<file path="src/hdl/pfbm_pkg.sv">
package pfbm_pkg;

  // stream and configuration port widths
  localparam int InDataWidth  = 88;
  localparam int OutDataWidth = 80;
  localparam int OutUserWidth = 2;
  localparam int CfgIdxWidth  = 3;
  localparam int CfgDataWidth = 16;

  // reciprocals for the two constant divisions, both exact over the magnitude range
  localparam int RecipShift = 16;
  localparam logic [11:0] KneeRecip = 12'd2428;  // ceil(2^16 / 27), knee = 2*dev / 27
  localparam logic [12:0] HipRecip  = 13'd6554;  // ceil(2^16 / 10), hip  = dev / 10

  localparam int IrSteps = 11;
  localparam logic [9:0] IR_THRESH [IrSteps] =
    '{10'd70, 10'd80, 10'd95, 10'd115, 10'd150, 10'd175, 10'd205, 10'd245, 10'd310,
      10'd455, 10'd625};
  localparam logic [6:0] IR_DIST [IrSteps] =
    '{7'd80, 7'd70, 7'd60, 7'd50, 7'd40, 7'd30, 7'd25, 7'd20, 7'd15, 7'd10, 7'd5};

  typedef enum logic [1:0] {
    ACT_NONE     = 2'd0,
    ACT_SIT      = 2'd1,
    ACT_BACK_UP  = 2'd2,
    ACT_FRONT_UP = 2'd3
  } action_t;

  typedef enum logic [CfgIdxWidth-1:0] {
    REG_BATTERY_CUTOFF = 3'd0,
    REG_SLIP_LIMIT     = 3'd1,
    REG_GYRO_X_CENTER  = 3'd2,
    REG_GYRO_Y_CENTER  = 3'd3,
    REG_ACCEL_X_CENTER = 3'd4,
    REG_ACCEL_Y_CENTER = 3'd5
  } cfg_reg_t;

  typedef struct packed {
    logic [15:0] battery_cutoff_mv;
    logic [9:0]  slip_limit;
    logic [9:0]  gyro_x_center;
    logic [9:0]  gyro_y_center;
    logic [12:0] accel_x_center;
    logic [12:0] accel_y_center;
  } cfg_t;

  typedef struct packed {
    logic [15:0] battery_mv;
    logic [9:0]  gyro_x_raw;
    logic [9:0]  gyro_y_raw;
    logic [12:0] accel_x_mv;
    logic [12:0] accel_y_mv;
    logic [12:0] sonar_mv;
    logic [9:0]  ir_range_raw;
  } frame_t;

  typedef struct packed {
    logic signed [7:0]  knee;
    logic signed [8:0]  ankle_pitch;
    logic signed [7:0]  hip_roll;
    logic signed [8:0]  ankle_roll;
    logic signed [13:0] accel_x;
    logic signed [13:0] accel_y;
    logic [10:0]        sonar;
    logic [6:0]         ir_range;
  } held_t;

  // step table: count thresholds at or below the reading, then pick the distance
  function automatic logic [6:0] ir_lookup(input logic [9:0] raw);
    logic [3:0] n;
    logic [6:0] d;
    n = 4'd0;
    for (int i = 0; i < IrSteps; i++) begin
      n = n + {3'd0, (raw >= IR_THRESH[i])};
    end
    if (n == 4'd0) begin
      d = IR_DIST[0];
    end else if (n >= 4'(IrSteps)) begin
      d = IR_DIST[IrSteps-1];
    end else begin
      d = IR_DIST[n];
    end
    return d;
  endfunction

endpackage

</file>
<file path="src/hdl/pfbm_calc.sv">
module pfbm_calc (
  input  pfbm_pkg::frame_t  frame,
  input  pfbm_pkg::cfg_t    cfg,
  input  pfbm_pkg::held_t   held,
  output pfbm_pkg::action_t action,
  output pfbm_pkg::held_t   held_next
);
  import pfbm_pkg::*;

  logic signed [10:0] gx_dev;
  logic signed [10:0] gy_dev;
  logic signed [10:0] lim;
  logic signed [10:0] neg_lim;
  logic [9:0]         gx_mag;
  logic [9:0]         gy_mag;
  logic [22:0]        knee_prod;
  logic [22:0]        hip_prod;
  logic [6:0]         knee_q;
  logic [6:0]         hip_q;
  logic signed [7:0]  knee;
  logic signed [7:0]  hip;
  logic               low_batt;
  logic               slip_back;
  logic               slip_front;

  assign low_batt = frame.battery_mv < cfg.battery_cutoff_mv;

  assign gx_dev  = $signed({1'b0, frame.gyro_x_raw}) - $signed({1'b0, cfg.gyro_x_center});
  assign gy_dev  = $signed({1'b0, frame.gyro_y_raw}) - $signed({1'b0, cfg.gyro_y_center});
  assign lim     = $signed({1'b0, cfg.slip_limit});
  assign neg_lim = -lim;

  assign slip_back  = gx_dev > lim;
  assign slip_front = gx_dev < neg_lim;

  // truncating division on the magnitude, sign put back afterwards
  assign gx_mag = gx_dev[10] ? 10'(-gx_dev) : gx_dev[9:0];
  assign gy_mag = gy_dev[10] ? 10'(-gy_dev) : gy_dev[9:0];

  assign knee_prod = {gx_mag, 1'b0} * KneeRecip;
  assign hip_prod  = {3'd0, gy_mag} * HipRecip;
  assign knee_q    = knee_prod[RecipShift +: 7];
  assign hip_q     = hip_prod[RecipShift +: 7];

  assign knee = gx_dev[10] ? -$signed({1'b0, knee_q}) : $signed({1'b0, knee_q});
  assign hip  = gy_dev[10] ? -$signed({1'b0, hip_q})  : $signed({1'b0, hip_q});

  always_comb begin
    held_next = held;
    action    = ACT_NONE;
    if (low_batt) begin
      action = ACT_SIT;
    end else begin
      held_next.accel_x  = $signed({1'b0, frame.accel_x_mv}) - $signed({1'b0, cfg.accel_x_center});
      held_next.accel_y  = $signed({1'b0, frame.accel_y_mv}) - $signed({1'b0, cfg.accel_y_center});
      held_next.sonar    = frame.sonar_mv[12:2];
      held_next.ir_range = ir_lookup(frame.ir_range_raw);
      if (slip_back) begin
        action = ACT_BACK_UP;
      end else if (slip_front) begin
        action = ACT_FRONT_UP;
      end else begin
        held_next.knee        = knee;
        held_next.ankle_pitch = $signed({knee[7], knee}) + $signed({knee, 1'b0});
        held_next.hip_roll    = hip;
        held_next.ankle_roll  = $signed({hip, 1'b0});
      end
    end
  end

endmodule

</file>
<file path="src/hdl/posture_fall_and_balance_monitor.sv">
// Posture fall and balance monitor. Each sensor frame on the slave stream yields one result
// item on the master stream: the action code (tuser) and the held offsets and distances
// (tdata). A frame with battery below battery_cutoff_mv gives action sit and repeats the held
// values; a gyro x deviation beyond +/- slip_limit gives a back or front get-up action and
// keeps the old balance offsets while accelerometer and distance values still update. A new
// frame is taken every clock cycle unless m_tready stalls, a single-cycle rate set by the
// one-step datapath from the input register to the result register, which is the held
// state itself; back-pressure from m_tready reaches s_tready through the input register.
// The user must write configuration registers through cfg_wr_en, cfg_index and cfg_wdata
// only while no frame is in flight (not enforced); indexes beyond the list are ignored.
module posture_fall_and_balance_monitor (
  input  logic                                  clk,
  input  logic                                  rst,
  // configuration write port
  input  logic                                  cfg_wr_en,
  input  logic [pfbm_pkg::CfgIdxWidth-1:0]      cfg_index,
  input  logic [pfbm_pkg::CfgDataWidth-1:0]     cfg_wdata,
  // sensor frames
  input  logic                                  s_tvalid,
  output logic                                  s_tready,
  // battery_mv, gyro_x_raw, gyro_y_raw, accel_x_mv, accel_y_mv, sonar_mv, ir_range_raw,
  // zero fill
  input  logic [pfbm_pkg::InDataWidth-1:0]      s_tdata,
  // results
  output logic                                  m_tvalid,
  input  logic                                  m_tready,
  // knee_offset, ankle_pitch_offset, hip_roll_offset, ankle_roll_offset, accel_x_dev,
  // accel_y_dev, sonar_cm, ir_range_cm
  output logic [pfbm_pkg::OutDataWidth-1:0]     m_tdata,
  // action
  output logic [pfbm_pkg::OutUserWidth-1:0]     m_tuser
);
  import pfbm_pkg::*;

  cfg_t    cfg;
  frame_t  s1_frame;
  logic    s1_valid;
  logic    s1_adv;
  held_t   held;
  held_t   held_next;
  action_t calc_action;
  action_t action;

  // configuration registers
  always_ff @(posedge clk) begin
    if (rst) begin
      cfg.battery_cutoff_mv <= 16'd0;
      cfg.slip_limit        <= 10'd1023;
      cfg.gyro_x_center     <= 10'd512;
      cfg.gyro_y_center     <= 10'd512;
      cfg.accel_x_center    <= 13'd2500;
      cfg.accel_y_center    <= 13'd2500;
    end else if (cfg_wr_en) begin
      case (cfg_index)
        REG_BATTERY_CUTOFF: cfg.battery_cutoff_mv <= cfg_wdata;
        REG_SLIP_LIMIT:     cfg.slip_limit        <= cfg_wdata[9:0];
        REG_GYRO_X_CENTER:  cfg.gyro_x_center     <= cfg_wdata[9:0];
        REG_GYRO_Y_CENTER:  cfg.gyro_y_center     <= cfg_wdata[9:0];
        REG_ACCEL_X_CENTER: cfg.accel_x_center    <= cfg_wdata[12:0];
        REG_ACCEL_Y_CENTER: cfg.accel_y_center    <= cfg_wdata[12:0];
        default: begin
        end
      endcase
    end
  end

  // input register moves on when the result register is free or being drained
  assign s1_adv   = s1_valid && (!m_tvalid || m_tready);
  assign s_tready = !s1_valid || s1_adv;

  always_ff @(posedge clk) begin
    if (rst) begin
      s1_valid <= 1'b0;
    end else if (s_tready) begin
      s1_valid <= s_tvalid;
    end
  end

  // frame fields unpacked from the lowest bit up
  always_ff @(posedge clk) begin
    if (s_tready && s_tvalid) begin
      s1_frame.battery_mv   <= s_tdata[15:0];
      s1_frame.gyro_x_raw   <= s_tdata[25:16];
      s1_frame.gyro_y_raw   <= s_tdata[35:26];
      s1_frame.accel_x_mv   <= s_tdata[48:36];
      s1_frame.accel_y_mv   <= s_tdata[61:49];
      s1_frame.sonar_mv     <= s_tdata[74:62];
      s1_frame.ir_range_raw <= s_tdata[84:75];
    end
  end

  pfbm_calc u_calc (
    .frame     (s1_frame),
    .cfg       (cfg),
    .held      (held),
    .action    (calc_action),
    .held_next (held_next)
  );

  // held state doubles as the result register: it only changes when a result is loaded
  always_ff @(posedge clk) begin
    if (rst) begin
      held     <= '0;
      m_tvalid <= 1'b0;
      action   <= ACT_NONE;
    end else begin
      if (s1_adv) begin
        held     <= held_next;
        action   <= calc_action;
        m_tvalid <= 1'b1;
      end else if (m_tready) begin
        m_tvalid <= 1'b0;
      end
    end
  end

  assign m_tuser = action;
  assign m_tdata = {held.ir_range, held.sonar, held.accel_y, held.accel_x,
                    held.ankle_roll, held.hip_roll, held.ankle_pitch, held.knee};

  // low battery leaves every held value alone
  a_sit_holds: assert property (@(posedge clk) disable iff (rst)
    (s1_adv && calc_action == ACT_SIT) |=> $stable(held))
    else $error("held state changed on a low battery item");

  // get-up keeps the balance offsets
  a_getup_keeps_offsets: assert property (@(posedge clk) disable iff (rst)
    (s1_adv && (calc_action == ACT_BACK_UP || calc_action == ACT_FRONT_UP))
      |=> ($stable(held.knee) && $stable(held.hip_roll)))
    else $error("balance offsets changed on a get-up item");

  // ankle offsets stay tied to the knee and hip offsets
  a_offset_ratio: assert property (@(posedge clk) disable iff (rst)
    m_tvalid |-> (held.ankle_pitch == ($signed({held.knee[7], held.knee})
                                       + $signed({held.knee, 1'b0}))
                  && held.ankle_roll == $signed({held.hip_roll, 1'b0})))
    else $error("ankle offsets out of ratio");

  // a stalled item in the input register is neither lost nor overwritten
  a_stall_keeps_item: assert property (@(posedge clk) disable iff (rst)
    (s1_valid && !s1_adv) |=> (s1_valid && $stable(s1_frame)))
    else $error("stalled item lost in the input register");

endmodule

</file>
<file path="config.mk">
export PLATFORM = sky130hd
export DESIGN_NAME = posture_fall_and_balance_monitor
export DESIGN_NICKNAME = d
export VERILOG_FILES = /design/src/hdl/pfbm_pkg.sv /design/src/hdl/pfbm_calc.sv /design/src/hdl/posture_fall_and_balance_monitor.sv
export SDC_FILE = /design/constraint.sdc
export NUM_CORES = 1
export LEC_CHECK = 0
export ABC_AREA = 1
export BUFFER_PORTS_ARGS = -buffer_cell sky130_fd_sc_hd__buf_2
export CAP_MARGIN = 40
export CORE_MARGIN = 1.5
export CORE_UTILIZATION = 45
export CTS_BUF_LIST = sky130_fd_sc_hd__clkbuf_4
export CTS_CLUSTER_SIZE = 30
export DETAILED_ROUTE_END_ITERATION = 16
export GPL_ROUTABILITY_DRIVEN = 0
export GPL_TIMING_DRIVEN = 0
export SLEW_MARGIN = 10
export SYNTH_ARGS = -nofsm -noshare
export SYNTH_HDL_FRONTEND = slang
export SYNTH_HIERARCHICAL = 1
export SYNTH_SLANG_ARGS = --single-unit
</file>
<file path="constraint.sdc">
create_clock -name clk -period 10.85 [get_ports clk]
set_input_delay 1.6275 -clock clk [delete_from_list [all_inputs] [get_ports clk]]
set_output_delay 1.6275 -clock clk [all_outputs]
set_load 0.02 [all_outputs]
</file>
==> flow_summary.json <==
{
  "num_rows": 74,
  "mappedNetlistArea_um2": 18900,
  "dieArea_um2": 43300,
  "hold_buffers": 0,
  "start_util": 0.459,
  "drv.max_cap_violation_count": 0,
  "min_period_ns": 8.84,
  "grt_first_pass_wirelength_mm": 83.8,
  "relSlewSlack": 0.476,
  "wl_per_cell_um": 15.1,
  "required_ns": 11.48,
  "cts_inserted_buffers": 69,
  "via_per_inst": 5.07,
  "critPathCaptureType": "register",
  "finalMaxSlewViolations": 0,
  "syn2layout_area_growth_pct": 13.5,
  "synth_nets": 2922,
  "postRouteAntennaNets": 0,
  "worstPathMaxFanout": 6,
  "drive_gt1_frac": 0.150,
  "vias": 17088,
  "ff2ff_setup_slack_ns": 2.01,
  "fillers": 4122,
  "grt_usage": 0.241,
  "reg2reg_from": "s1_frame[59]$_DFFE_PP_",
  "cts_resized": 0,
  "cpMostUsedCell": "nand2_1",
  "wirelength_mm": 51.1,
  "crit_type": "register to register",
  "min_from": "cfg[2]$_SDFFE_PP1P_",
  "setup_viol": 0,
  "cts.sinks": 239,
  "max_freq_mhz": 113,
  "cts_tree": "done",
  "cts-htree-levels": 3,
  "grt_pass1_vias": 16965,
  "yosysWarningCount": 6,
  "grt_max_degree": 63,
  "finalSetupTns_ns": 0,
  "cts_root_buf": "clkbuf_4",
  "postSynthCellCount": 2522,
  "cts_setup_buffers": 0,
  "drt_iter0_drc": 881,
  "status": "complete, no violations",
  "dr.pass1.iters": 7,
  "clock_skew_ns": 0.0812,
  "critical_path.slowest_cell": "fa_1",
  "clock_path_buffers": 3,
  "clock_latency_ns": 0.76,
  "critical_path.top_delay_family": "adder cells",
  "hold_path.class": "register to register",
  "die_w_um": 208,
  "nets": 3185,
  "antenna_found_initial": 3,
  "detailed_place_hpwl_mm": 40.6,
  "grt_overflow": 0,
  "worst-slew-pin-transition_ns": 0.778,
  "crit_arrival_ns": 9.47,
  "finalHoldViolations": 0,
  "port_buffers": 190,
  "rsz0062_at_grt": "no",
  "crit_buf_inv": 6,
  "cts.clk_slew.worst_paths_ns": 0.06,
  "die_h_um": 208,
  "place_inst": 3246,
  "cpPeakStageDelay_ns": 0.58,
  "fin_cells": 3372,
  "fin_crit_sh": 0.815,
  "coreArea_um2": 41200,
  "syn_area_per_cell_um2": 7.50,
  "cp-start-kind": "register",
  "critical_path.startpoint": "s1_frame[59]$_DFFE_PP_",
  "ios": 196,
  "drc": 0
}
-- path summary, 6_finish.rpt --
check	endpoint	cells past startpoint
worst min-delay path	cfg[2]$_SDFFE_PP1P_	2
worst max register to register	m_tdata[15]$_SDFFE_PP0P_	44
worst min register to register	cfg[2]$_SDFFE_PP1P_	2
worst max-delay path	m_tdata[15]$_SDFFE_PP0P_	44
-- layout by cell type (no fill, tap or decap), types with 5 or more instances in the layout --
cell and n:
nand2_1 582, inv_1 365, nor2_1 346, buf_2 222, ha_1 220, dfxtp_1 156
nand3_1 149, clkbuf_4 108, nand3b_1 86, a21oi_1 84, edfxtp_1 83, o21ai_0 77
fa_1 68, xor2_1 40, nand2_2 19, xnor2_1 19, clkbuf_1 17, buf_1 16
nor2_2 15, inv_2 13, nand4_1 13, nor3_1 13, clkinv_1 11, a31oi_1 9
o211ai_1 9, o21bai_1 8, nand3_2 7, o31ai_1 7, xor2_2 6, a21o_1 5
or2_2 5
-- sequential cells by signal, indices dropped and copies added, names as in the netlist --
signal and flops:
s1_frame 83, cfg 72, m_tuser 2, s1_valid 1, m_tvalid 1, m_tdata 80
-- worst min-delay path, cell delays in order (launching register included) --
cell and delay (ns):
dfxtp_1 0.33, nand2_1 0.05, nand3_1 0.05
-- layout make-up --
cell class	count	area, µm²	area share
multi-input cells	1834	11600	0.538
flip-flops and latches	239	5620	0.261
inverters	381	1430	0.0667
repair buffers	192	983	0.0458
clock buffers	108	811	0.0377
well taps	532	666	0.0310
plain buffers	68	313	0.0146
clock inverters	14	85.1	0.00396
diodes	4	10.0	0.000466
-- metal layers --
| metal | global-route usage | part of all wire | vias to the layer above |
|---|---|---|---|
| met5 | 0 | 0.00037 | - |
| met4 | 0.0987 | 0.034 | 2 |
| met3 | 0.0482 | 0.061 | 106 |
| met2 | 0.408 | 0.47 | 456 |
| met1 | 0.301 | 0.44 | 7891 |
| li1 | - | - | 8633 |
-- stage by stage --
step / hold slack [ns] / cell area (µm²) / worst slack (ns) / util
finish: 0.463 / 21500 / 2.01 / 0.521
global route: 0.504 / 21500 / 1.24 / 0.521
CTS: 0.468 / 21500 / 1.95 / 0.521
detailed placement: 0.454 / 20600 / 1.91 / 0.499
global placement: 0.443 / 20500 / 2.08 / 0.499
floorplan: 0.429 / 18900 / 2.92 / -
Power is not shown: default switching activity piles up to over one toggle a cycle in this logic, so the estimate is an artifact.
